===== config.mk =====
export PLATFORM = sky130hd
export DESIGN_NAME = utf8_sanitizer_hex_escape_top
export DESIGN_NICKNAME = d
export VERILOG_FILES = /design/src/rtl/u8san_pkg.sv /design/src/rtl/u8san_front.sv /design/src/rtl/u8san_cmd_fifo.sv /design/src/rtl/u8san_back.sv /design/src/rtl/utf8_sanitizer_hex_escape_top.sv
export SDC_FILE = /design/constraint.sdc
export NUM_CORES = 1
export LEC_CHECK = 0
export ABC_CLOCK_PERIOD_IN_PS = 5800
export BUFFER_PORTS_ARGS = -buffer_cell sky130_fd_sc_hd__clkbuf_2
export CAP_MARGIN = 20
export CORE_MARGIN = 4
export CORE_UTILIZATION = 45
export CTS_BUF_LIST = sky130_fd_sc_hd__clkbuf_16
export DETAILED_ROUTE_END_ITERATION = 10
export GPL_ROUTABILITY_DRIVEN = 0
export PLACE_DENSITY = 0.73
export SLEW_MARGIN = 20
export SYNTH_ARGS = -nofsm -noshare
export SYNTH_HDL_FRONTEND = slang
export SYNTH_SLANG_ARGS = --single-unit

===== constraint.sdc =====
create_clock -name clk -period 5.8 [get_ports clk]
set_input_delay 0.87 -clock clk [delete_from_list [all_inputs] [get_ports clk]]
set_output_delay 0.87 -clock clk [all_outputs]
set_load 0.02 [all_outputs]

===== src/rtl/u8san_pkg.sv =====
// Shared types and defaults for the UTF-8 sanitizer with hex escapes.
// Holds the command format passed from the front end to the back end.
// No dependencies.
`timescale 1ns / 1ps

package u8san_pkg;

  // Longest sequence a lead byte may announce.
  localparam int MAX_SEQUENCE_BYTES = 6;

  // Entries in the command queue between the front end and the back end.
  localparam int CMD_QUEUE_DEPTH = 4;

  // What the back end does with one queued byte.
  typedef enum logic [1:0] {
    CMD_EMIT,    // pass the byte through as it is
    CMD_ESCAPE,  // write the byte as [XY]
    CMD_TERM     // close the string: terminator result with changed flag
  } cmd_kind_t;

  typedef struct packed {
    cmd_kind_t  kind;
    logic [7:0] data;
  } cmd_t;

endpackage


===== src/rtl/u8san_front.sv =====
// Front end: accepts text bytes, tracks the pending UTF-8 sequence and
// queues emit / escape / terminator commands. Uses u8san_pkg.
`timescale 1ns / 1ps

module u8san_front #(
  parameter int MAX_SEQUENCE_BYTES = u8san_pkg::MAX_SEQUENCE_BYTES
) (
  input  logic              clk,
  input  logic              rst,
  input  logic [31:0]       control_mask,
  input  logic              text_valid,
  output logic              text_ready,
  input  logic [7:0]        text_byte,
  input  logic              string_end,
  output logic              cmd_valid,
  input  logic              cmd_ready,
  output u8san_pkg::cmd_t   cmd
);

  localparam int SEQ_W = $clog2(MAX_SEQUENCE_BYTES + 1);
  localparam int IDX_W = $clog2(MAX_SEQUENCE_BYTES);
  // lead bits kept plus six bits for each continuation byte
  localparam int ACC_W = (8 - MAX_SEQUENCE_BYTES) + 6 * (MAX_SEQUENCE_BYTES - 1);

  typedef enum logic [1:0] {S_IDLE, S_FLUSH, S_PEND} state_t;

  state_t           state, state_next;
  logic [SEQ_W-1:0] count, count_next;
  logic [SEQ_W-1:0] seq_len, seq_len_next;
  logic [ACC_W-1:0] acc, acc_next;
  logic [IDX_W-1:0] flush_idx, flush_idx_next;
  logic             flush_esc, flush_esc_next;
  logic             pend_valid, pend_valid_next;
  logic             pend_end, pend_end_next;
  logic [7:0]       pend_byte, pend_byte_next;

  logic [7:0]       held [MAX_SEQUENCE_BYTES];
  logic             held_we;
  logic [IDX_W-1:0] held_widx;
  logic [7:0]       held_wdata;

  logic [7:0]           fresh_byte;
  logic                 fresh_is_lead;
  logic                 fresh_esc;
  u8san_pkg::cmd_kind_t fresh_kind;
  logic [SEQ_W-1:0]     lead_n;
  logic                 lead_run;
  logic [7:0]           lead_bits;
  logic [ACC_W-1:0]     acc_lead;
  logic [ACC_W-1:0]     acc_upd;
  logic [SEQ_W-1:0]     cnt_upd;
  logic                 flush_last;

  // Classification of a byte seen with nothing held.
  assign fresh_byte    = (state == S_PEND) ? pend_byte : text_byte;
  assign fresh_is_lead = (fresh_byte[7:6] == 2'b11);
  assign fresh_esc     = (fresh_byte[7:6] == 2'b10) ||
                         ((fresh_byte[7:5] == 3'b000) && control_mask[fresh_byte[4:0]]);
  assign fresh_kind    = fresh_esc ? u8san_pkg::CMD_ESCAPE : u8san_pkg::CMD_EMIT;

  // Leading ones of the lead byte, capped at the longest sequence.
  always_comb begin
    lead_n   = '0;
    lead_run = 1'b1;
    for (int i = 0; i < 8; i++) begin
      if (lead_run && fresh_byte[7-i] && (lead_n < SEQ_W'(MAX_SEQUENCE_BYTES))) begin
        lead_n = lead_n + SEQ_W'(1);
      end else begin
        lead_run = 1'b0;
      end
    end
  end

  assign lead_bits  = 8'hFF >> lead_n;
  assign acc_lead   = ACC_W'(fresh_byte & lead_bits);
  assign acc_upd    = {acc[ACC_W-7:0], text_byte[5:0]};
  assign cnt_upd    = count + SEQ_W'(1);
  assign flush_last = ((SEQ_W'(flush_idx) + SEQ_W'(1)) == count);
  assign text_ready = (state == S_IDLE) && cmd_ready;

  always_comb begin
    state_next      = state;
    count_next      = count;
    seq_len_next    = seq_len;
    acc_next        = acc;
    flush_idx_next  = flush_idx;
    flush_esc_next  = flush_esc;
    pend_valid_next = pend_valid;
    pend_end_next   = pend_end;
    pend_byte_next  = pend_byte;
    held_we         = 1'b0;
    held_widx       = '0;
    held_wdata      = fresh_byte;
    cmd_valid       = 1'b0;
    cmd.kind        = fresh_kind;
    cmd.data        = fresh_byte;

    unique case (state)
      S_IDLE: begin
        if (text_valid && cmd_ready) begin
          if (string_end) begin
            if (count == '0) begin
              cmd_valid = 1'b1;
              cmd.kind  = u8san_pkg::CMD_TERM;
              cmd.data  = 8'h00;
            end else begin
              // unfinished sequence at the end: escape all of it
              state_next      = S_FLUSH;
              flush_idx_next  = '0;
              flush_esc_next  = 1'b1;
              pend_valid_next = 1'b1;
              pend_end_next   = 1'b1;
            end
          end else if (count == '0) begin
            if (fresh_is_lead) begin
              count_next   = SEQ_W'(1);
              seq_len_next = lead_n;
              acc_next     = acc_lead;
              held_we      = 1'b1;
            end else begin
              cmd_valid = 1'b1;
            end
          end else if (text_byte[7:6] == 2'b10) begin
            held_we    = 1'b1;
            held_widx  = count[IDX_W-1:0];
            held_wdata = text_byte;
            acc_next   = acc_upd;
            count_next = cnt_upd;
            if (cnt_upd == seq_len) begin
              // sequence complete: pass it, or escape it all if it decodes
              // into the ASCII range
              state_next      = S_FLUSH;
              flush_idx_next  = '0;
              flush_esc_next  = (acc_upd[ACC_W-1:7] == '0);
              pend_valid_next = 1'b0;
            end
          end else begin
            // broken sequence: escape what is held, then take this byte fresh
            state_next      = S_FLUSH;
            flush_idx_next  = '0;
            flush_esc_next  = 1'b1;
            pend_valid_next = 1'b1;
            pend_end_next   = 1'b0;
            pend_byte_next  = text_byte;
          end
        end
      end

      S_FLUSH: begin
        cmd_valid = 1'b1;
        cmd.kind  = flush_esc ? u8san_pkg::CMD_ESCAPE : u8san_pkg::CMD_EMIT;
        cmd.data  = held[flush_idx];
        if (cmd_ready) begin
          if (flush_last) begin
            count_next   = '0;
            seq_len_next = '0;
            acc_next     = '0;
            state_next   = pend_valid ? S_PEND : S_IDLE;
          end else begin
            flush_idx_next = flush_idx + IDX_W'(1);
          end
        end
      end

      S_PEND: begin
        if (pend_end) begin
          cmd_valid = 1'b1;
          cmd.kind  = u8san_pkg::CMD_TERM;
          cmd.data  = 8'h00;
          if (cmd_ready) begin
            state_next      = S_IDLE;
            pend_valid_next = 1'b0;
          end
        end else if (fresh_is_lead) begin
          count_next      = SEQ_W'(1);
          seq_len_next    = lead_n;
          acc_next        = acc_lead;
          held_we         = 1'b1;
          state_next      = S_IDLE;
          pend_valid_next = 1'b0;
        end else begin
          cmd_valid = 1'b1;
          if (cmd_ready) begin
            state_next      = S_IDLE;
            pend_valid_next = 1'b0;
          end
        end
      end

      default: begin
        state_next = S_IDLE;
      end
    endcase
  end

  always_ff @(posedge clk) begin
    if (rst) begin
      state      <= S_IDLE;
      count      <= '0;
      seq_len    <= '0;
      acc        <= '0;
      flush_idx  <= '0;
      flush_esc  <= 1'b0;
      pend_valid <= 1'b0;
      pend_end   <= 1'b0;
    end else begin
      state      <= state_next;
      count      <= count_next;
      seq_len    <= seq_len_next;
      acc        <= acc_next;
      flush_idx  <= flush_idx_next;
      flush_esc  <= flush_esc_next;
      pend_valid <= pend_valid_next;
      pend_end   <= pend_end_next;
    end
  end

  always_ff @(posedge clk) begin
    pend_byte <= pend_byte_next;
    if (held_we) begin
      held[held_widx] <= held_wdata;
    end
  end

  a_hold_shape: assert property (@(posedge clk) disable iff (rst)
    (state == S_IDLE) && (count != '0) |-> (count < seq_len) && (seq_len >= SEQ_W'(2)))
    else $error("held count out of range for announced sequence");

  a_flush_range: assert property (@(posedge clk) disable iff (rst)
    (state == S_FLUSH) |-> (count != '0) && (SEQ_W'(flush_idx) < count))
    else $error("flush index beyond held bytes");

  a_lead_held: assert property (@(posedge clk) disable iff (rst)
    text_valid && text_ready && !string_end && (count == '0) && (text_byte[7:6] == 2'b11)
    |=> (count == SEQ_W'(1)) && (state == S_IDLE))
    else $error("lead byte not held");

endmodule


===== src/rtl/u8san_cmd_fifo.sv =====
// Short command queue between the sanitizer front end and back end.
// Uses u8san_pkg for the command format.
`timescale 1ns / 1ps

module u8san_cmd_fifo #(
  parameter int DEPTH = u8san_pkg::CMD_QUEUE_DEPTH
) (
  input  logic            clk,
  input  logic            rst,
  input  logic            push_valid,
  output logic            push_ready,
  input  u8san_pkg::cmd_t push_data,
  output logic            pop_valid,
  input  logic            pop_ready,
  output u8san_pkg::cmd_t pop_data
);

  localparam int PTR_W = $clog2(DEPTH);
  localparam int CNT_W = $clog2(DEPTH + 1);

  u8san_pkg::cmd_t  mem [DEPTH];
  logic [PTR_W-1:0] wr_ptr, rd_ptr;
  logic [CNT_W-1:0] fill;
  logic             push, pop;

  assign push_ready = (fill != CNT_W'(DEPTH));
  assign pop_valid  = (fill != '0);
  assign pop_data   = mem[rd_ptr];
  assign push       = push_valid && push_ready;
  assign pop        = pop_valid && pop_ready;

  always_ff @(posedge clk) begin
    if (rst) begin
      wr_ptr <= '0;
      rd_ptr <= '0;
      fill   <= '0;
    end else begin
      if (push) begin
        wr_ptr <= (wr_ptr == PTR_W'(DEPTH - 1)) ? '0 : wr_ptr + PTR_W'(1);
      end
      if (pop) begin
        rd_ptr <= (rd_ptr == PTR_W'(DEPTH - 1)) ? '0 : rd_ptr + PTR_W'(1);
      end
      case ({push, pop})
        2'b10:   fill <= fill + CNT_W'(1);
        2'b01:   fill <= fill - CNT_W'(1);
        default: fill <= fill;
      endcase
    end
  end

  always_ff @(posedge clk) begin
    if (push) begin
      mem[wr_ptr] <= push_data;
    end
  end

endmodule


===== src/rtl/u8san_back.sv =====
// Back end: expands queued commands into output bytes, writes [XY] escapes
// and keeps the per-string changed flag. Uses u8san_pkg.
`timescale 1ns / 1ps

module u8san_back (
  input  logic            clk,
  input  logic            rst,
  input  logic            cmd_valid,
  output logic            cmd_ready,
  input  u8san_pkg::cmd_t cmd,
  output logic            result_valid,
  input  logic            result_ready,
  output logic [7:0]      out_byte,
  output logic            end_of_output,
  output logic            string_changed
);

  localparam logic [7:0] CH_OPEN    = 8'h5B;  // '['
  localparam logic [7:0] CH_CLOSE   = 8'h5D;  // ']'
  localparam logic [1:0] PHASE_LAST = 2'd3;
  localparam logic [7:0] HEX_DIGITS [16] = '{
    8'h30, 8'h31, 8'h32, 8'h33, 8'h34, 8'h35, 8'h36, 8'h37,
    8'h38, 8'h39, 8'h41, 8'h42, 8'h43, 8'h44, 8'h45, 8'h46
  };

  logic [1:0] phase;
  logic       changed;
  logic       load;
  logic       last;
  logic [7:0] byte_next;
  logic       eo_next;
  logic       ch_next;

  assign load      = cmd_valid && (!result_valid || result_ready);
  assign last      = (cmd.kind != u8san_pkg::CMD_ESCAPE) || (phase == PHASE_LAST);
  assign cmd_ready = load && last;

  always_comb begin
    byte_next = cmd.data;
    eo_next   = 1'b0;
    ch_next   = 1'b0;
    unique case (cmd.kind)
      u8san_pkg::CMD_EMIT: begin
        byte_next = cmd.data;
      end
      u8san_pkg::CMD_ESCAPE: begin
        case (phase)
          2'd0:    byte_next = CH_OPEN;
          2'd1:    byte_next = HEX_DIGITS[cmd.data[7:4]];
          2'd2:    byte_next = HEX_DIGITS[cmd.data[3:0]];
          default: byte_next = CH_CLOSE;
        endcase
      end
      u8san_pkg::CMD_TERM: begin
        byte_next = 8'h00;
        eo_next   = 1'b1;
        ch_next   = changed;
      end
      default: begin
        byte_next = cmd.data;
      end
    endcase
  end

  always_ff @(posedge clk) begin
    if (rst) begin
      result_valid <= 1'b0;
      phase        <= '0;
      changed      <= 1'b0;
    end else begin
      if (load) begin
        result_valid <= 1'b1;
        phase        <= last ? 2'd0 : phase + 2'd1;
        if (cmd.kind == u8san_pkg::CMD_ESCAPE) begin
          changed <= 1'b1;
        end else if (cmd.kind == u8san_pkg::CMD_TERM) begin
          changed <= 1'b0;
        end
      end else if (result_ready) begin
        result_valid <= 1'b0;
      end
    end
  end

  always_ff @(posedge clk) begin
    if (load) begin
      out_byte       <= byte_next;
      end_of_output  <= eo_next;
      string_changed <= ch_next;
    end
  end

  a_escape_holds_head: assert property (@(posedge clk) disable iff (rst)
    (phase != 2'd0) |-> cmd_valid && (cmd.kind == u8san_pkg::CMD_ESCAPE))
    else $error("escape in progress without its command at the queue head");

  a_changed_on_term: assert property (@(posedge clk) disable iff (rst)
    result_valid && string_changed |-> end_of_output)
    else $error("changed flag shown on a data byte");

  a_term_byte: assert property (@(posedge clk) disable iff (rst)
    result_valid && end_of_output |-> (out_byte == 8'h00))
    else $error("terminator carries a nonzero byte");

endmodule


===== src/rtl/utf8_sanitizer_hex_escape_top.sv =====
// UTF-8 sanitizer with [XY] hex escapes.
// Plain bytes go at 1 per cycle while the command queue has room and the output is
// taken; each escape is written as four output bytes in the back end.
// A byte that completes a held sequence holds the input off while the front end walks it
// out; so does a byte or end marker that breaks one.
// Synchronous active-high reset clears all control state and control_mask.
`timescale 1ns / 1ps

module utf8_sanitizer_hex_escape_top #(
  parameter int MAX_SEQUENCE_BYTES = u8san_pkg::MAX_SEQUENCE_BYTES,
  parameter int CMD_QUEUE_DEPTH    = u8san_pkg::CMD_QUEUE_DEPTH
) (
  input  logic        clk,
  input  logic        rst,
  // configuration port
  input  logic        psel,
  input  logic        penable,
  input  logic        pwrite,
  input  logic [2:0]  paddr,
  input  logic [31:0] pwdata,
  output logic [31:0] prdata,
  output logic        pready,
  // text byte requests
  input  logic        text_valid,
  output logic        text_ready,
  input  logic [7:0]  text_byte,
  input  logic        string_end,
  // result requests
  output logic        result_valid,
  input  logic        result_ready,
  output logic [7:0]  out_byte,
  output logic        end_of_output,
  output logic        string_changed
);

  // Register index 0 is control_mask, at byte address 0; bit 2 of paddr
  // picks the word.
  localparam logic REG_CONTROL_MASK = 1'b0;

  logic [31:0]     control_mask;
  logic            reg_index;
  logic            cfg_write;

  logic            fe_cmd_valid;
  logic            fe_cmd_ready;
  u8san_pkg::cmd_t fe_cmd;
  logic            be_cmd_valid;
  logic            be_cmd_ready;
  u8san_pkg::cmd_t be_cmd;

  assign pready    = 1'b1;
  assign reg_index = paddr[2];
  assign cfg_write = psel && penable && pwrite && pready;
  assign prdata    = (reg_index == REG_CONTROL_MASK) ? control_mask : 32'h0;

  // Writes to any other index are dropped.
  always_ff @(posedge clk) begin
    if (rst) begin
      control_mask <= '0;
    end else if (cfg_write && (reg_index == REG_CONTROL_MASK)) begin
      control_mask <= pwdata;
    end
  end

  // Front end: sequence tracking and classification. It holds the bytes of
  // the sequence in progress and, when the sequence completes or breaks,
  // walks them one per cycle, while the queue has room, into the command queue.
  u8san_front #(
    .MAX_SEQUENCE_BYTES (MAX_SEQUENCE_BYTES)
  ) u_front (
    .clk          (clk),
    .rst          (rst),
    .control_mask (control_mask),
    .text_valid   (text_valid),
    .text_ready   (text_ready),
    .text_byte    (text_byte),
    .string_end   (string_end),
    .cmd_valid    (fe_cmd_valid),
    .cmd_ready    (fe_cmd_ready),
    .cmd          (fe_cmd)
  );

  // Decouples the front end from the back end while the back end writes out escapes.
  u8san_cmd_fifo #(
    .DEPTH (CMD_QUEUE_DEPTH)
  ) u_queue (
    .clk        (clk),
    .rst        (rst),
    .push_valid (fe_cmd_valid),
    .push_ready (fe_cmd_ready),
    .push_data  (fe_cmd),
    .pop_valid  (be_cmd_valid),
    .pop_ready  (be_cmd_ready),
    .pop_data   (be_cmd)
  );

  // Back end: byte expansion into the registered output stage, plus the
  // per-string changed flag reported on the terminator.
  u8san_back u_back (
    .clk            (clk),
    .rst            (rst),
    .cmd_valid      (be_cmd_valid),
    .cmd_ready      (be_cmd_ready),
    .cmd            (be_cmd),
    .result_valid   (result_valid),
    .result_ready   (result_ready),
    .out_byte       (out_byte),
    .end_of_output  (end_of_output),
    .string_changed (string_changed)
  );

endmodule

Word-level counts from Yosys, hierarchy flattened

Memories as Yosys holds them, arrays and structs flattened. A register that Yosys moved wholly into a read port is not among the register bits.
Index checks and enable logic that the tools add are counted.

$add $sub $neg: 14
Magnitude comparators: 10
Eq/ne operators: 30
Shift-type cells: 1
Mux-type cells: 136
Bitwise logic cells: 7
Reduce and logical (&&, ||, !) cells: 49

Operators with widths:

| operator                                                  | count |
|---|---|
| 2-to-1 mux 32 bit                                         | 9 |
| 2-to-1 mux 3 bit                                          | 35 |
| case mux 32 bit (3 select lines)                          | 1 |
| 2-to-1 mux 8 bit                                          | 10 |
| 2-to-1 mux 1 bit                                          | 48 |
| 2-to-1 mux 10 bit                                         | 4 |
| 2-to-1 mux 2 bit                                          | 17 |
| adder 3 x 1 -> 3 bit (second input constant)              | 10 |
| case mux 10 bit (3 select lines)                          | 1 |
| zero test 25 bit                                          | 1 |
| logical AND 1 bit                                         | 24 |
| case mux 8 bit (3 select lines)                           | 1 |
| less-than comparator 3 bit (second input constant)        | 7 |
| equality test 2 bit (second input constant)               | 10 |
| case mux 3 bit (3 select lines)                           | 2 |
| case mux 8 bit (2 select lines)                           | 1 |
| inequality test 2 bit (second input constant)             | 7 |
| AND reduction 7 bit                                       | 2 |
| case mux 3 bit (2 select lines)                           | 2 |
| AND reduction 4 bit                                       | 3 |
| greater-or-equal comparator 5 bit (second input constant) | 2 |
| NOT 4 -> 5 bit                                            | 2 |
| AND reduction 5 bit                                       | 2 |
| nonzero test 2 bit                                        | 5 |
| 22 further kinds                                          | 41 |

Flip-flop bits (word level): 107
Bits in writable memories: 88
ROM bits: 256
Input port bits: 51
Output and inout port bits: 45
Memories kept: 4

Memories:

| name             | depth | bits a word | rd ports | clocked after Yosys merged registers in | write ports | line                 | source |
|---|---|---|---|---|---|---|---|
| (name not given) | 16    | 8           | 1        | 0                                       | 0           | u8san_back.sv:49     | `2'd1: byte_next = HEX_DIGITS[cmd.data[7:4]];` |
| (name not given) | 16    | 8           | 1        | 0                                       | 0           | u8san_back.sv:50     | `2'd2: byte_next = HEX_DIGITS[cmd.data[3:0]];` |
| u_front.held     | 6     | 8           | 1        | 1                                       | 1           | u8san_front.sv:37    | `logic [7:0] held [MAX_SEQUENCE_BYTES];` |
| u_queue.mem      | 4     | 10          | 1        | 1                                       | 1           | u8san_cmd_fifo.sv:21 | `u8san_pkg::cmd_t mem [DEPTH];` |

Longest topological paths before layout

Gate-level depths: netlist of run 1.

Word-level depth: 31
Gate-level depth with buffers: 23

Hierarchy

A second synthesis of run 1 with hierarchy kept.

Cells, all modules: 891
Area total of the unflattened synthesis: 9,970.8 um2

Modules (own cells, without submodules):

| module                        | instances | cells each | area each (um2) |
|---|---|---|---|
| u8san_front                   | 1         | 512        | 5,400.2 |
| u8san_cmd_fifo                | 1         | 104        | 1,931.9 |
| utf8_sanitizer_hex_escape_top | 1         | 177        | 1,696.6 |
| u8san_back                    | 1         | 98         | 942.2 |

Least setup slack after synthesis of run 1

Ideal clock, no wire load.

Path kind: input to register
From: input text_byte[7]
To: register u_front.acc[6]
Setup time: 0.070 ns
Arrival time: 5.163 ns
Required time: 5.730 ns
Setup slack: 0.567 ns
Stages: 19
Path buffers: 1
Cells stage by stage: mux2_2 nand2_2 inv_1 clkbuf_1 ha_1 nor2_1 nor2_1 ha_1 nor2b_1 o2111ai_1 a2111oi_1 nor2_1 mux2_2 ha_1 nor3b_1 or4_4 o211a_1 or4b_1 a21oi_1

Word-level cells in the longest chain between the ends: 30

RTL lines:

| item                                                                   | line                                   | source |
|---|---|---|
| start, declared                                                        | utf8_sanitizer_hex_escape_top.sv:26    | `input logic [7:0] text_byte,` |
| 2-to-1 mux 8 bit                                                       | u8san_front.sv:55                      | `assign fresh_byte = (state == S_PEND) ? pend_byte : text_byte;` |
| 2-to-1 mux 1 bit                                                       | u8san_front.sv:66                      | `if (lead_run && fresh_byte[7-i] && (lead_n < SEQ_W'(MAX_SEQUENCE_BYTES))) begin` |
| less-than comparator 3 bit / logical AND 1 bit (equally long branches) | u8san_front.sv:66                      |  |
| logical AND 1 bit                                                      | u8san_front.sv:66                      |  |
| 2-to-1 mux 3 bit / 2-to-1 mux 1 bit (equally long branches)            | u8san_front.sv:66                      |  |
| less-than comparator 3 bit / logical AND 1 bit (equally long branches) | u8san_front.sv:66                      |  |
| logical AND 1 bit                                                      | u8san_front.sv:66                      |  |
| 2-to-1 mux 3 bit / 2-to-1 mux 1 bit (equally long branches)            | u8san_front.sv:66                      |  |
| (+14 left out)                                                         | --                                     |  |
| 2-to-1 mux 3 bit                                                       | u8san_front.sv:66                      |  |
| right shift 8 x 3 -> 8 bit                                             | u8san_front.sv:74                      | `assign lead_bits = 8'hFF >> lead_n;` |
| bitwise AND 8 bit                                                      | u8san_front.sv:75                      | `assign acc_lead = ACC_W'(fresh_byte & lead_bits);` |
| 2-to-1 mux 32 bit                                                      | u8san_front.sv:115, u8san_front.sv:174 |  |
| 2-to-1 mux 32 bit                                                      | u8san_front.sv:114                     | `end else if (count == '0) begin` |
| 2-to-1 mux 32 bit                                                      | u8san_front.sv:101                     | `if (string_end) begin` |
| 2-to-1 mux 32 bit                                                      | u8san_front.sv:100                     | `if (text_valid && cmd_ready) begin` |
| case mux 32 bit (3 select lines)                                       | u8san_front.sv:98                      | `unique case (state)` |
| end signal, assigned                                                   | u8san_front.sv:210                     | `acc <= acc_next;` |
| end, declared                                                          | u8san_front.sv:30                      | `logic [ACC_W-1:0] acc, acc_next;` |

Several ways; a longest one is shown, not always the timed one. The select of a mux whose other input is x is not followed.
A chain may end at the register's enable or synchronous reset.

Final worst setup path of run 1

From: register u_front.state[1]
To: register u_front.acc[6]

Word-level cells in the longest chain between the ends: 31

RTL lines:

| item                                                                   | line                                   | source |
|---|---|---|
| start, declared                                                        | u8san_front.sv:27                      | `state_t state, state_next;` |
| start signal, assigned                                                 | u8san_front.sv:207                     | `state <= state_next;` |
| equality test 2 bit                                                    | u8san_front.sv:55, u8san_front.sv:98   |  |
| 2-to-1 mux 8 bit                                                       | u8san_front.sv:55                      |  |
| 2-to-1 mux 1 bit                                                       | u8san_front.sv:66                      |  |
| less-than comparator 3 bit / logical AND 1 bit (equally long branches) | u8san_front.sv:66                      |  |
| logical AND 1 bit                                                      | u8san_front.sv:66                      |  |
| 2-to-1 mux 3 bit / 2-to-1 mux 1 bit (equally long branches)            | u8san_front.sv:66                      |  |
| less-than comparator 3 bit / logical AND 1 bit (equally long branches) | u8san_front.sv:66                      |  |
| logical AND 1 bit                                                      | u8san_front.sv:66                      |  |
| (+15 left out)                                                         | --                                     |  |
| 2-to-1 mux 3 bit                                                       | u8san_front.sv:66                      |  |
| right shift 8 x 3 -> 8 bit                                             | u8san_front.sv:74                      |  |
| bitwise AND 8 bit                                                      | u8san_front.sv:75                      |  |
| 2-to-1 mux 32 bit                                                      | u8san_front.sv:115, u8san_front.sv:174 |  |
| 2-to-1 mux 32 bit                                                      | u8san_front.sv:114                     |  |
| 2-to-1 mux 32 bit                                                      | u8san_front.sv:101                     |  |
| 2-to-1 mux 32 bit                                                      | u8san_front.sv:100                     |  |
| case mux 32 bit (3 select lines)                                       | u8san_front.sv:98                      |  |

Several ways; a longest one is shown, not always the timed one. The select of a mux whose other input is x is not followed.

==> flow_metrics.env, run 1 <==
export IMPL_outcome="complete, no violations"
export IMPL_synth_top_cell_area_share=0.3263
export IMPL_cts_setup_buffers=0
export IMPL_setup_worst_path_end_class="flop"
export IMPL_drc=0
export IMPL_p_per_area_nw_per_um2=385.4
export IMPL_vias=7511
export IMPL_first_pass_iters=5
export IMPL_worst_path_max_delay_cell="a2111oi_0"
export IMPL_num_io_pins=96
export IMPL_grt_pass1_vias=7203
export IMPL_path_class="flop to flop"
export IMPL_rows=53
export IMPL_syn_inst=942
export IMPL_synthToLayoutAreaGrowth_pct=13.25
export IMPL_clock_sinks=194
export IMPL_fin_tns_setup_ps=0
export IMPL_cp_common_cell="ha_1"
export IMPL_syn_area_um2=9756
export IMPL_leakage_nw=3.994
export IMPL_wirelength_um=22850
export IMPL_chipWidth_um=155.2
export IMPL_setup_viol=0
export IMPL_clk_latency_ps=440
export IMPL_htree_levels=4
export IMPL_synth_common_cells="144 x nand2_1, 106 x edfxtp_1, 88 x dfxtp_1, 72 x nor2_1, 66 x a21oi_1"
export IMPL_root_buffer="clkbuf_16"
export IMPL_timing_final_crit_share=0.9339
export IMPL_wl_met3_um=1416
export IMPL_cpPeakStageDelay_ps=590
export IMPL_r2r_cells=17
export IMPL_ys_flop_type="edfxtp_1"
export IMPL_grt_first_pass_wirelength_um=36660
export IMPL_hp_class="flop to flop"
export IMPL_finalCriticalPeriod_ps=5417
export IMPL_post_route_util=0.5223
export IMPL_drv_cap=0
export IMPL_final_hold_viol_count=0
export IMPL_top_layer="met4"
export IMPL_dieArea_um2=24100
export IMPL_r2r_end="u_front.acc[6]$_SDFFE_PP0P_"
export IMPL_hpwl_um=15940
export IMPL_r2r_slack_ps=380
export IMPL_met2WireLength_um=10960
export IMPL_pre_cts_ws_ps=210.8
export IMPL_min_from="u_back.result_valid$_SDFFE_PP0P_"
export IMPL_drive_gt1_frac=0.1893
export IMPL_final_nets=1098
export IMPL_routed_via_density=5.756
export IMPL_path_cells="ha_1 -> mux2_2 -> nand2_2 -> inv_1 -> buf_4 -> ha_1 -> and2_1 -> a2111oi_0 -> a2111oi_1 -> nor2_1 -> mux2_2 -> ha_1 -> nor3b_1 -> or4_4 -> o211a_1 -> or4b_1 -> a21oi_1"
export IMPL_ys_seq_area_frac=0.5069
export IMPL_clk_path_buf_depth=2
export IMPL_grt_overflow=0
export IMPL_cts_buffers=17
export IMPL_path_clk_slew_ps=70
export IMPL_cts_tree="yes"
export IMPL_worstPathMaxFanout=12
export IMPL_ant_nets=0
export IMPL_io_buffers=92
export IMPL_rsz0062_at_grt="false"
export IMPL_start_kind="flop"
export IMPL_cp_required_ps=6170
export IMPL_cts_resized=0
export IMPL_grtUsageTotal=0.1890
export IMPL_synth_edf_count=106
export IMPL_critPathArrivalTime_ps=5780
export IMPL_tightest_slew_ps=1008
export IMPL_syn_area_per_cell_um2=10.36
export IMPL_start_util=0.4612
export IMPL_yosys_cell_types_count=78
export IMPL_m1WireLength_um=10060
export IMPL_antenna_cells=0
export IMPL_multi_input_area_um2=4503
export IMPL_postCtsHoldBufs=0
export IMPL_synth_most_common_cell="nand2_1"
export IMPL_synth_top_area_cell="edfxtp_1"
export IMPL_synth_fp_nets=1023
export IMPL_setup_ws_ps=383.4
export IMPL_drtIter0Drc=658
export IMPL_n_fill_cell=1874
export IMPL_final_seq_area_um2=4945
export IMPL_min_path_cells=2
export IMPL_die_y_um=155.2
export IMPL_synth_async_sr_flop_share=0
export IMPL_coreArea_um2=21150
export IMPL_hold_path_endpoint="u_back.result_valid$_SDFFE_PP0P_"
export IMPL_maxSlewViolCount=0
export IMPL_wl_per_cell_um=17.51
export IMPL_crit_buf_inv=2
export IMPL_ys_ff_latch=194
export IMPL_r2r_start="u_front.state[1]$_SDFFE_PP0P_"
export IMPL_fin_skew_ps=19.58
export IMPL_ys_top_cells_by_area="edfxtp_1 33%, dfxtp_1 18%, nand2_1 5.5%"
export IMPL_relSlewSlack=0.3085
export IMPL_antenna_found_initial=0
export IMPL_synth_warnings=0
export IMPL_irDropWorstVdd_mv=0.2175
export IMPL_grt_max_degree=47
export IMPL_max_freq_mhz=184.6
export IMPL_crit_family="simple AND/OR/NAND/NOR gates"
## stage by stage
stage	hold WS (ps)	cells	power, mW	cell area, um2
after floorplan	443.6	942	2.758	9756
after detailed placement	460.8	1273	3.103	10470
after global routing	493.0	1305	4.498	11050
after CTS	470.6	1305	4.280	11050
after global placement	452.5	1273	3.066	10470
final	468.5	1305	4.258	11050
## registers in the layout, summed over array words and instances, names as in the netlist, 3 cells and up, named ones only
register and count:
u_front.seq_len 3, u_front.held 48, u_front.flush_idx 3, u_back.out_byte 8
u_queue.fill 3, u_front.count 3, control_mask 32, u_front.pend_byte 8
u_queue.mem 40, u_front.acc 26
## power breakdown
group | leakage (nW) | internal (mW) | switching (mW)
registers | 1.68 | 1.69 | 0.0972
logic | 2.00 | 0.477 | 0.830
clock network | 0.308 | 0.643 | 0.518
total | 3.99 | 2.81 | 1.45
## layout by cell type (no fill, tap or decap), types with 9 or more instances in the layout
cell	synthesis	routed
a21oi_1	66	66
a22oi_1	29	29
a311oi_1	11	10
and2_1	10	11
and3_1	13	13
buf_4	1	14
clkbuf_16	0	19
clkbuf_2	0	92
dfxtp_1	88	88
edfxtp_1	106	106
ha_1	29	29
inv_1	29	30
mux2_2	22	22
mux2i_1	20	19
mux4_2	18	18
nand2_1	144	144
nand2b_1	12	12
nand3_1	26	26
nor2_1	72	72
nor2b_1	41	41
nor3_1	9	9
o211ai_1	9	9
o21ai_0	28	28
## area by class of cell
cell class,instances,area share
Sequential cell,194,0.4476
Multi-Input combinational cell,669,0.4076
Timing Repair Buffer,106,0.05119
Clock buffer,19,0.04304
Tap cell,275,0.03114
Inverter,29,0.009853
Clock inverter,13,0.009626
## worst max-delay path by stage
stage | slack (ps) | cells after the start | from | end
finish | 380 | 17 | u_front.state[1]$_SDFFE_PP0P_ | u_front.acc[6]$_SDFFE_PP0P_
global route | 90 | 20 | u_front.state[0]$_SDFFE_PP0P_ | u_front.acc[7]$_SDFFE_PP0P_
CTS | 420 | 17 | u_front.state[1]$_SDFFE_PP0P_ | u_front.acc[6]$_SDFFE_PP0P_
detailed placement | 210 | 17 | text_byte[7] | u_front.acc[6]$_SDFFE_PP0P_
global placement | 290 | 17 | text_byte[7] | u_front.acc[6]$_SDFFE_PP0P_
floorplan | 570 | 19 | text_byte[7] | u_front.acc[6]$_SDFFE_PP0P_
## tightest hold or removal path, stage by stage (launching register included)
cell,delay (ps)
dfxtp_1,320
nand2_1,50
a21oi_1,50
## kinds of logic after synthesis
logic type,Yosys count,synth area share
muxes,63,0.09247
buffers and inverters,79,0.03335
adders and majority gates,30,0.03925
other,1,0.0003844
xor gates and xnor gates,9,0.009491
DFF,194,0.5069
and+or+nand+nor,361,0.1751
AOI/OAI and AO/OA,205,0.1431
## per-layer routing
layer	GRT usage	vias to the layer above
met5	0	-
met4	0.05711	0
met3	0.03978	40
met2	0.3175	293
met1	0.2475	3572
li1	-	3606
No activity file was read; power rests on OpenSTA's default activity.
==> run 2: changes to the inputs <==
--- a/config.mk
+++ b/config.mk
@@ -5,6 +5,7 @@
 export SDC_FILE = /design/constraint.sdc
 export NUM_CORES = 1
 export LEC_CHECK = 0
+export ABC_AREA = 1
 export ABC_CLOCK_PERIOD_IN_PS = 5800
 export BUFFER_PORTS_ARGS = -buffer_cell sky130_fd_sc_hd__clkbuf_2
 export CAP_MARGIN = 20
==> flow_metrics.env, run 2 <==
export IMPL_leakage_nw=4.537
export IMPL_drtIter0Drc=621
export IMPL_relSlewSlack=0.2758
export IMPL_final_nets=1348
export IMPL_antenna_found_initial=0
export IMPL_grt_first_pass_wirelength_um=39370
export IMPL_outcome="complete, no violations"
export IMPL_syn_inst=1200
export IMPL_setup_worst_path_end_class="flop"
export IMPL_setup_viol=0
export IMPL_syn_area_um2=10030
export IMPL_worstPathMaxFanout=11
export IMPL_coreArea_um2=21890
export IMPL_combPwrFrac=0.355
export IMPL_fin_tns_setup_ps=0
export IMPL_chipWidth_um=157.3
export IMPL_num_io_pins=96
export IMPL_ys_seq_area_frac=0.4931
export IMPL_rsz0062_at_grt="false"
export IMPL_hp_class="flop to flop"
export IMPL_finalCriticalPeriod_ps=4794
export IMPL_dieArea_um2=24740
export IMPL_cts_buffers=17
export IMPL_grtUsageTotal=0.1977
export IMPL_ys_flop_type="edfxtp_1"
export IMPL_path_class="flop to flop"
export IMPL_synthAdderAreaFrac=0.03818
export IMPL_grt_overflow=0
export IMPL_synth_most_common_cell="nand2_1"
export IMPL_htree_levels=4
export IMPL_ys_ff_latch=194
export IMPL_rows=54
export IMPL_synth_fp_nets=1281
export IMPL_clk_latency_ps=440
export IMPL_first_pass_iters=7
export IMPL_path_clk_slew_ps=70
export IMPL_grt_pass1_vias=8071
export IMPL_synth_top_family_by_area="simple AND/OR/NAND/NOR gates"
export IMPL_n_fill_cell=2057
export IMPL_cp_common_cell="nand2_1"
export IMPL_final_hold_viol_count=0
export IMPL_cts_setup_buffers=0
export IMPL_drv_cap=0
export IMPL_fin_skew_ps=10.49
export IMPL_intPower_mw=2.992
export IMPL_cts_tree="yes"
export IMPL_swShare=0.3854
export IMPL_routed_via_density=5.379
export IMPL_synth_top_cell_area_share=0.3174
export IMPL_synth_common_cells="204 x nand2_1, 144 x o21ai_0, 141 x inv_1, 120 x a21oi_1, 106 x edfxtp_1"
export IMPL_post_route_util=0.5182
export IMPL_io_buffers=92
export IMPL_start_util=0.4580
export IMPL_p_sw_mw=1.876
export IMPL_grt_max_degree=65
export IMPL_tightest_slew_ps=1073
export IMPL_irDropWorstVdd_mv=0.2280
export IMPL_final_common_cell="nand2_1"
export IMPL_drc=0
export IMPL_dpl_instance_area_um2=10690
export IMPL_postCtsHoldBufs=0
export IMPL_final_seq_area_um2=4945
export IMPL_cp_required_ps=6130
export IMPL_crit_buf_inv=6
export IMPL_start_kind="flop"
export IMPL_clockPowerShare=0.258
export IMPL_synth_warnings=0
export IMPL_timing_final_crit_share=0.8266
export IMPL_wirelength_um=23840
export IMPL_synth_top_area_cell="edfxtp_1"
export IMPL_synth_async_sr_flop_share=0
export IMPL_top_regs="u_front.held: 48 flops, u_queue.mem: 40 flops, control_mask: 32 flops"
export IMPL_die_y_um=157.3
export IMPL_synth_compound_area_frac=0.1872
export IMPL_synth_simple_area_share=0.1933
export IMPL_synthToLayoutAreaGrowth_pct=13.13
export IMPL_synth_xor_area_frac=0.006114
export IMPL_syn_area_per_cell_um2=8.356
export IMPL_wl_per_cell_um=15.28
export IMPL_crit_family="simple AND/OR/NAND/NOR gates"
export IMPL_synth_mux_area_frac=0.001123
export IMPL_cts_resized=0
export IMPL_worst_path_max_delay_cell="ha_1"
export IMPL_critPathArrivalTime_ps=5130
export IMPL_setup_ws_ps=1006
export IMPL_fin_area_um2=11340
export IMPL_max_freq_mhz=208.6
export IMPL_pre_cts_ws_ps=897.2
export IMPL_cpPeakStageDelay_ps=420
export IMPL_clk_path_buf_depth=2
export IMPL_ys_top_cells_by_area="edfxtp_1 32%, dfxtp_1 18%, nand2_1 7.6%"
export IMPL_layout_common_cells="204 x nand2_1, 144 x o21ai_0, 141 x inv_1"
export IMPL_clock_sinks=194
export IMPL_hpwl_um=16680
export IMPL_yosys_cell_types_count=55
export IMPL_synth_edf_count=106
export IMPL_p_per_area_nw_per_um2=429.2
export IMPL_vias=8392
export IMPL_maxSlewViolCount=0
export IMPL_drive_gt1_frac=0.1406
export IMPL_largest_reg_flops=48
export IMPL_antenna_cells=0
export IMPL_root_buffer="clkbuf_16"
export IMPL_ant_nets=0
export IMPL_top_register="u_front.held"
export IMPL_seqPwrFrac=0.386
export IMPL_multi_input_area_um2=4279
-- run 2: cell types whose count changed after synthesis, moves of 20 or more --
cell,change
nor2b_1,-41
a21oi_1,+54
nand3_1,+29
inv_1,+112
mux2i_1,-20
a22oi_1,-27
o21ai_0,+116
mux2_2,-21
nand2_1,+60
nor2_1,+25
-- run 2: final timing paths --
check	start	end	slack (ps)	cells after the start
min reg2reg	u_front.acc[22]$_SDFFE_PP0P_	u_front.acc[22]$_SDFFE_PP0P_	470	2
min	u_front.acc[22]$_SDFFE_PP0P_	u_front.acc[22]$_SDFFE_PP0P_	470	2
max reg2reg	u_front.state[0]$_SDFFE_PP0P_	u_front.acc[6]$_SDFFE_PP0P_	1010	30
max	u_front.state[0]$_SDFFE_PP0P_	u_front.acc[6]$_SDFFE_PP0P_	1010	30
-- run 2: cell families (layout without fill, tap and decap cells) --
logic type / after synthesis / after routing
xor gates and xnor gates: 7 / 7
DFF: 194 / 194
and+or+nand+nor: 425 / 425
muxes: 1 / 1
adders and majority gates: 30 / 30
buffers and inverters: 208 / 288
other: 1 / 1
AOI/OAI and AO/OA: 334 / 334
-- run 2: per-stage QoR --
stage,hold WS [ps],power (mW),instances
final,465.5,4.868,1560
after global routing,489.4,5.201,1560
after CTS,467.9,4.877,1560
after global placement,451.6,3.557,1528
after floorplan,439.4,3.144,1200
after detailed placement,457.1,3.619,1528
-- run 2: worst register-to-register path: cells and delay by family (launching register included) --
kind                     cells  cell delay, ps
adder cells (fa/ha/maj)      4            1290
flip-flops                   1             330
AO/OA/AOI/OAI                5             780
buffers and inverters        6             760
AND/OR/NAND/NOR             15            1550
-- run 2: layout make-up --
type / count / area share
tap: 280 / 0.03088
multi-input combinational: 798 / 0.3772
sequential: 194 / 0.4359
clock inverter: 11 / 0.01070
inverter: 152 / 0.05041
clock buffer: 21 / 0.04633
timing repair buffer: 104 / 0.04853
-- run 2: power groups by stage --
stage	sequential (mW)	clock [mW]	combinational, mW
floorplan	1.91	0	1.23
global placement	1.90	0	1.65
detailed placement	1.91	0	1.71
CTS	1.88	1.27	1.72
global route	1.91	1.34	1.96
finish	1.88	1.26	1.73
-- run 2: per-layer routing --
layer | wire length, um | up-vias | global-route usage
met4 | 563 | 0 | 0.06719
met2 | 11480 | 248 | 0.3273
met5 | 0 | - | 0
met1 | 10530 | 3870 | 0.2568
li1 | - | 4225 | -
met3 | 1269 | 49 | 0.04509
